===== src/hdl/assert_macros.svh =====
// assertion macros included by the top-level rtl file
`ifndef ASSERT_MACROS_SVH
`define ASSERT_MACROS_SVH
// property that must hold outside reset
`define ASSERT_CLK(label, prop, msg) \
   label: assert property (@(posedge clock) disable iff (reset) (prop)) else $error(msg);
// implication checked at the next edge
`define ASSERT_NEXT(label, pre, post, msg) \
   label: assert property (@(posedge clock) disable iff (reset) (pre) |=> (post)) else $error(msg);
`endif


===== src/hdl/mlpfwd_pkg.sv =====
// types, constants and functions of the perceptron block
package mlpfwd_pkg;
   localparam int MAX_INPUTS  = 32;
   localparam int MAX_HIDDEN  = 32;
   localparam int MAX_WEIGHTS = 4096;
   localparam int WADDR_W     = $clog2(MAX_WEIGHTS);
   localparam int FIDX_W      = $clog2(MAX_INPUTS);
   localparam int HIDX_W      = $clog2(MAX_HIDDEN);
   localparam int CELLS       = (MAX_INPUTS > MAX_HIDDEN) ? MAX_INPUTS : MAX_HIDDEN;
   localparam int CIDX_W      = $clog2(CELLS);
   localparam int ACC_W       = 56;
   localparam logic [39:0] SUM_MAX = 40'hFF_FFFF_FFFF;

   typedef enum logic [1:0] {
      FUNC_WEIGHT  = 2'd0,
      FUNC_FEATURE = 2'd1,
      FUNC_CLEAR   = 2'd2,
      FUNC_NONE    = 2'd3
   } func_type;

   typedef enum logic [1:0] {
      CSR_LAYERS  = 2'd0,
      CSR_INPUTS  = 2'd1,
      CSR_HIDDEN1 = 2'd2,
      CSR_HIDDEN2 = 2'd3
   } csr_type;

   typedef enum logic [2:0] {
      ST_IDLE,
      ST_ADDR,
      ST_MAC,
      ST_DRAIN,
      ST_REDUCE,
      ST_ACT,
      ST_ERR,
      ST_OUT
   } state_type;

   // one product step handed to the cell row
   typedef struct packed {
      logic                    load;
      logic                    shift;
      logic [CIDX_W-1:0]       wr_idx;
      logic [15:0]             wr_data;
   } row_ctl_type;

   function automatic logic [15:0] sigmoid(input logic signed [15:0] x);
      logic [16:0] z;
      logic [16:0] y;
      begin
         z = x[15] ? 17'(-$signed({x[15], x})) : {1'b0, x};
         if (z >= 17'd20480)     y = 17'd65536;
         else if (z >= 17'd9728) y = (z >> 1) + 17'd55296;
         else if (z >= 17'd4096) y = (z << 1) + 17'd40960;
         else                    y = (z << 2) + 17'd32768;
         if (x[15]) y = 17'd65536 - y;
         sigmoid = (y > 17'd65535) ? 16'hFFFF : y[15:0];
      end
   endfunction

   function automatic logic [WADDR_W:0] clamp_cnt(input logic [5:0] v, input int hi);
      begin
         if (v == 6'd0)          clamp_cnt = (WADDR_W+1)'(1);
         else if (int'(v) > hi)  clamp_cnt = (WADDR_W+1)'(hi);
         else                    clamp_cnt = (WADDR_W+1)'(v);
      end
   endfunction
endpackage


===== src/hdl/mlpfwd_cell.sv =====
// one cell of the operand row: holds a value and shifts it toward cell zero
module mlpfwd_cell (
   input  logic        clock,
   input  logic        load,
   input  logic        shift,
   input  logic        sel,
   input  logic [16:0] wr_data,
   input  logic [16:0] from_next,
   output logic [16:0] value
);
   logic [16:0] hold_ff, hold_in;
   logic [16:0] live_ff, live_in;

   always_comb begin
      hold_in = (load && sel) ? wr_data : hold_ff;
      live_in = live_ff;
      if (shift) live_in = from_next;
      else if (!load) live_in = hold_ff;
   end

   always_ff @(posedge clock) begin
      hold_ff <= hold_in;
      live_ff <= live_in;
   end

   assign value = live_ff;
endmodule


===== src/hdl/mlpfwd_row.sv =====
// row of operand cells; cell zero feeds the multiplier
module mlpfwd_row (
   input  logic                   clock,
   input  mlpfwd_pkg::row_ctl_type ctl,
   input  logic                   signed_mode,
   output logic [16:0]            head
);
   import mlpfwd_pkg::*;
   logic [16:0] val [CELLS];
   logic [16:0] wdata;

   assign wdata = signed_mode ? {ctl.wr_data[15], ctl.wr_data} : {1'b0, ctl.wr_data};

   for (genvar i = 0; i < CELLS; i++) begin : g_cell
      logic [16:0] nxt;
      if (i == CELLS - 1) begin : g_end
         assign nxt = 17'd0;
      end else begin : g_mid
         assign nxt = val[i+1];
      end
      mlpfwd_cell u_cell (
         .clock     (clock),
         .load      (ctl.load),
         .shift     (ctl.shift),
         .sel       (ctl.wr_idx == CIDX_W'(i)),
         .wr_data   (wdata),
         .from_next (nxt),
         .value     (val[i])
      );
   end

   assign head = val[0];
endmodule

===== config.mk =====
export PLATFORM = sky130hd
export DESIGN_NAME = mlpfwd_row
export DESIGN_NICKNAME = d
export VERILOG_FILES = /design/src/hdl/assert_macros.svh /design/src/hdl/mlpfwd_pkg.sv /design/src/hdl/mlpfwd_cell.sv /design/src/hdl/mlpfwd_row.sv
export SDC_FILE = /design/constraint.sdc
export NUM_CORES = 1
export LEC_CHECK = 0
export ABC_AREA = 0
export BUFFER_PORTS_ARGS = -buffer_cell sky130_fd_sc_hd__buf_2
export CAP_MARGIN = 20
export CORE_UTILIZATION = 25
export DETAILED_ROUTE_END_ITERATION = 10
export RECOVER_POWER = 50
export SLEW_MARGIN = 40
export SYNTH_ARGS = -nofsm -noshare
export SYNTH_HDL_FRONTEND = slang
export SYNTH_HIERARCHICAL = 1
export SYNTH_SLANG_ARGS = --single-unit

===== constraint.sdc =====
create_clock -name clock -period 2.4 [get_ports clock]
set_clock_uncertainty 0.2 [all_clocks]
set_input_delay 0.48 -clock clock [delete_from_list [all_inputs] [get_ports clock]]
set_output_delay 0.48 -clock clock [all_outputs]
set_load 0.03 [all_outputs]

==> metrics, run 1 <==
TNS Setup 0 ps; Worst-Skew Late Latency 680 ps; CP Cell Sequence clkbuf_2 -> buf_12 -> clkbuf_2 -> nand2b_1 -> buf_12; final HPWL from detailed placement 45,100 um; Distinct cells, synth 17; clk slew on worst S/H paths 60 ps; Buf+Inv Stages, Crit Path 4; Power Internal 31,200 uW; worst hold-check path type in2reg; Initial Util 0.252; DR WL/cell 17.6 um; final hold viol count 0; final cycle utilization of the critical path 0.900; DR vias 16,500; clock root buffer master clkbuf_16; #FFs+latches synth 1,088; commonest non-fill, non-tap cell in the layout edfxtp_1; area occupied by multi-input gates 7470 sq um; Static Leak 0.0160 uW; max_cap viols 5; status complete, but fails checks; slowest stage delay, CP 730 ps; Final Max Slew Viols 92; Sink Count 1,088; Port-buffer cells 41; DRT antenna net count 0; synth warn 6; Max IR drop VDD 522 uV; Layout Area Growth over Synthesis 14.8%; hold buffer count at CTS 0; starting DRC count in detailed routing 1,162; first-pass GRT wire length 113,000 um; pwr dens 825 nW/um^2; Sequential Power Share 0.565; htree depth 3; initial antenna violation count 10; Synth top area share 0.787; Slew headroom -0.362; clock tree buffer depth 3; Register Area 32,700 sq um; Crit-path slowest cell clkbuf_2; IO Count 42; Comb power frac 0.050; Final #Nets 2,068; met3 wire length 4180 um; switch share 0.205; total grt overflow 0; Die X 409 um; die outline height 409 um; drt drc 0; most frequent cells in the layout 1,088 x edfxtp_1, 247 x mux2_2, 177 x mux2_4; Final setup viols 0; CP Class in2reg; Worst-Margin Slew 2040 ps; top cell type by total area after synthesis edfxtp_1; # fillers 16,200; setup bufs post-CTS 0; highest metal used met5; CP Max Fanout 20; Vias per Instance 3.82; Tot GR Track Use 0.0896; clock share of power 0.385; drt pass-1 iters 4; CTS tree yes; Hold Slack 242 ps; CTS resizes 0; Crit. End Element flop; Worst Setup Start Kind primary input; share of layout cells above drive strength 1 0.334; WL met2 32,000 um; crit-path leading delay family buffers and inverters; RSZ-0062 raised after global routing false; Mapped Area 41,500 sq um; Syn Inst Count 1,809; TritonCTS Buffers 99; Crit path required time 2580 ps; fmax 463 MHz; core area 165,000 sq um; largest net degree at the start of global routing 48; wl on met1 38,400 um; Final Critical Period 2160 ps; Total Routed Length 75,900 um; failing checks capacitance limit, slew limit; top post-synthesis cells by area edfxtp_1 79%, mux2_4 10%, mux2_2 6.9%; Crit path arrival time 2340 ps; vias in the first global route 17,100; Rows 149; syn_area_per_cell 22.9 sq um; post-synthesis sequential area ratio 0.787; RePlAce Congestion 0.714; Die Footprint 168,000 sq um; Switch Pwr 8070 uW
## cell usage after synthesis
library cell and count:
buf_12 32, edfxtp_1 1088, clkbuf_1 3, nand2_1 1, buf_6 32, or2_2 1
mux2_4 288, mux2_2 256, or3b_4 1, conb_1 1, nand2b_1 34, nand3b_1 3
or3b_1 2, nor2_1 32, and2_1 33, or3_1 1, nand3_1 1
## stage by stage
step / total power [uW] / instances / instance area [sq um] / worst slack [ps] / utilization
after global placement: 24800 / 4131 / 45400 / 172 / 0.276
after global routing: 40700 / 4313 / 47700 / 190 / 0.289
final: 39300 / 4315 / 47700 / 241 / 0.289
after detailed placement: 24800 / 4131 / 45400 / 139 / 0.276
after floorplan: 23900 / 1825 / 41600 / 331 / -
after CTS: 40000 / 4313 / 48500 / 332 / 0.294
## registers in the layout, summed over array words and instances (netlist names)
signal	cells
g_cell.u_cell/value	544
g_cell.u_cell/hold_ff	544
## tightest hold or removal path, stage by stage
cell and delay, ps:
buf_2 150, buf_4 220, nand2b_1 120
## kinds of logic (layout without fill, tap and decap cells)
family        Yosys count  after routing  synth area share
flops                1088           1088             0.787
mux                   544            544             0.174
simple gates          109            109            0.0147
buf+inv                67            366            0.0244
other cells             1             19         0.0000903
## metal layers
layer | global-route usage | vias up
met1 | 0.134 | 8413
met4 | 0.0198 | 6
met5 | 0 | -
met2 | 0.129 | 360
li1 | - | 7612
met3 | 0.0223 | 92
## power groups by stage
stage                     combinational, uW  clock, uW  sequential, uW
after global routing                   2100      16300           22300
after detailed placement               2180          0           22600
after floorplan                        1420          0           22500
after CTS                              2200      15600           22200
after global placement                 2160          0           22600
final                                  1950      15100           22200
## area by class of cell
type                    count  share of cell area
well taps                2189              0.0575
repair buffers            184              0.0356
flip-flops and latches   1088               0.685
clock inverters            61              0.0106
diodes                      2            0.000105
multi-input cells         670               0.157
clock buffers             121              0.0542
## final timing paths
path                                                   start                          to  slack [ps]  cells past startpoint
worst max register to register    g_cell[14].u_cell/value[1]  g_cell[13].u_cell/value[1]        1150                      1
worst min register to register  g_cell[23].u_cell/hold_ff[7]  g_cell[23].u_cell/value[7]         320                      1
worst max-delay path                                 ctl[21]  g_cell[8].u_cell/value[10]         240                      5
worst min-delay path                                 ctl[22]  g_cell[4].u_cell/value[16]         240                      3
Note: power is estimated with default switching activity, not from simulation.
==> run 2: changes to the inputs <==
--- a/config.mk
+++ b/config.mk
@@ -9,6 +9,7 @@
 export BUFFER_PORTS_ARGS = -buffer_cell sky130_fd_sc_hd__buf_2
 export CAP_MARGIN = 20
 export CORE_UTILIZATION = 25
+export CTS_CLUSTER_SIZE = 24
 export DETAILED_ROUTE_END_ITERATION = 10
 export RECOVER_POWER = 50
 export SLEW_MARGIN = 40
==> constraint.sdc (replaced) <==
create_clock -name clock -period 2.4 [get_ports clock]
set_clock_uncertainty 0.2 [all_clocks]
set_input_delay 0.12 -clock clock [delete_from_list [all_inputs] [get_ports clock]]
set_output_delay 0.12 -clock clock [all_outputs]
set_load 0.03 [all_outputs]
==> metrics, run 2 (synthesis gave the netlist of run 1 again) <==
clk slew on worst S/H paths 70 ps (about the same); final cycle utilization of the critical path 0.909 (+0.00921); setup slack, reg-to-reg 1080 ps (-70 ps); Crit path required time 2590 ps (about the same); number of diodes 0 (-2); Sink Count 1,088 (unchanged); Max IR drop VDD 637 uV (+22%); TNS Setup 0 ps (unchanged); total grt overflow 0 (unchanged); Port-buffer cells 41 (unchanged); Die Footprint 168,000 sq um (unchanged); Worst Setup Start Kind primary input; clock root buffer master clkbuf_16; IO Count 42 (unchanged); Layout Area Growth over Synthesis 14.3%; Post-Route Utilization 0.288 (-0.00131); clock tree buffer depth 3 (unchanged); Tot GR Track Use 0.0887 (-0.000981); Worst-Skew Late Latency 700 ps (+20 ps); Final setup viols 0 (unchanged); Final Max Slew Viols 41 (-55%); pwr dens 831 nW/um^2 (+0.76%); htree depth 3 (unchanged); Power, Total 39,400 uW (+0.30%); most frequent cells in the layout 1,088 x edfxtp_1, 239 x mux2_2, 175 x mux2_1; Worst-Margin Slew 1600 ps (-444 ps); max_cap viols 6 (+1); Final #Nets 2,088 (+0.97%); CP Class in2reg; initial antenna violation count 8 (-2); CP Max Fanout 19 (-5.0%); vias in the first global route 17,100 (+0.52%); Crit. End Element flop; status complete, but fails checks; starting DRC count in detailed routing 1,150 (-1.0%); worst hold-check path type in2reg; Static Leak 0.0158 uW (-1.3%); Crit path arrival time 2370 ps (+30 ps); CTS tree yes; fmax 458 MHz (-1.0%); first-pass GRT wire length 112,000 um (-1.3%); Rows 149 (unchanged); drt pass-1 iters 4 (unchanged); Final Cell Area 47,400 sq um (-0.45%); share of layout cells above drive strength 1 0.300 (-0.0345); RePlAce Congestion 0.727 (+1.8%); failing checks capacitance limit, slew limit; Total Routed Length 75,800 um (about the same); DRT antenna net count 0 (unchanged); placed cell areas 44,900 sq um (-1.2%); Initial Util 0.252 (unchanged); TritonCTS Buffers 103 (+4.0%); commonest non-fill, non-tap cell in the layout edfxtp_1; Die X 409 um (unchanged); final hold viol count 0 (unchanged); DR vias 16,600 (+0.69%); core area 165,000 sq um (unchanged); CTS resizes 0 (unchanged); RSZ-0062 raised after global routing false; drt drc 0 (unchanged); Slew headroom -0.0641 (+0.298); Vias per Instance 3.83 (+0.17%); Hold Slack 114 ps (-128 ps); Final Critical Period 2180 ps (+22.1 ps); largest net degree at the start of global routing 48 (unchanged); die outline height 409 um (unchanged); DR WL/cell 17.5 um (-0.57%); final HPWL from detailed placement 47,400 um (+5.1%)
run 2: changes by cell type in the layout (fill, tap and decap cells not counted), sizes merged, moves of 2 or more:
cell and change:
dlymetal6s2s -3, clkinv +11, buf -5, inv -3
bufinv -3, diode -2, clkbuf +4, dlygate4sd3 +22
run 2: critical path: stages:
cell           delay [ps]
dlygate4sd3_1         540
clkbuf_1             1020
clkbuf_2              660
run 2: timing repair:
action / 4_1_cts / 5_1_grt
setup buffers: 0 / 0
hold buffers: 22 / 0
hold endpoints to repair: 562 / 0
run 2: report_power, final:
group	switching, uW	leakage, uW	internal, uW	total [uW]
Clock	6910	0.00156	8410	15300
Combinational	1060	0.00383	839	1890
Sequential	277	0.0104	21900	22200
Total	8240	0.0158	31200	39400
run 2: worst paths after layout:
path                                from                            end  depth (start not counted)
max                              ctl[14]   g_cell[8].u_cell/hold_ff[14]                          3
min                              ctl[18]  g_cell[28].u_cell/hold_ff[12]                          5
max reg2reg   g_cell[11].u_cell/value[0]     g_cell[10].u_cell/value[0]                          1
min reg2reg  g_cell[8].u_cell/hold_ff[8]      g_cell[8].u_cell/value[8]                          1
run 2: cell type report:
| type | instances | area, sq um |
|---|---|---|
| Timing Repair Buffer | 200 | 1550 |
| Clock inverter | 67 | 522 |
| Sequential cell | 1088 | 32700 |
| Multi-Input combinational cell | 670 | 7290 |
| Fill cell | 16200 | 117000 |
| Clock buffer | 123 | 2670 |
| Tap cell | 2189 | 2740 |
run 2: metrics by stage:
stage | worst slack (ps) | cells
6_report | 219 | 4337
5_1_grt | 135 | 4337
4_1_cts | 369 | 4337
3_5_place_dp | 410 | 4125
3_3_place_gp | 414 | 4125
2_1_floorplan | 691 | 1825
run 2: per-layer routing:
| metal | vias to the layer above | GRT usage | share of wire |
|---|---|---|---|
| li1 | 7651 | - | - |
| met1 | 8487 | 0.126 | 0.49 |
| met2 | 344 | 0.135 | 0.44 |
| met3 | 112 | 0.0200 | 0.051 |
| met4 | 2 | 0.0250 | 0.019 |
| met5 | - | 0 | 0.00017 |
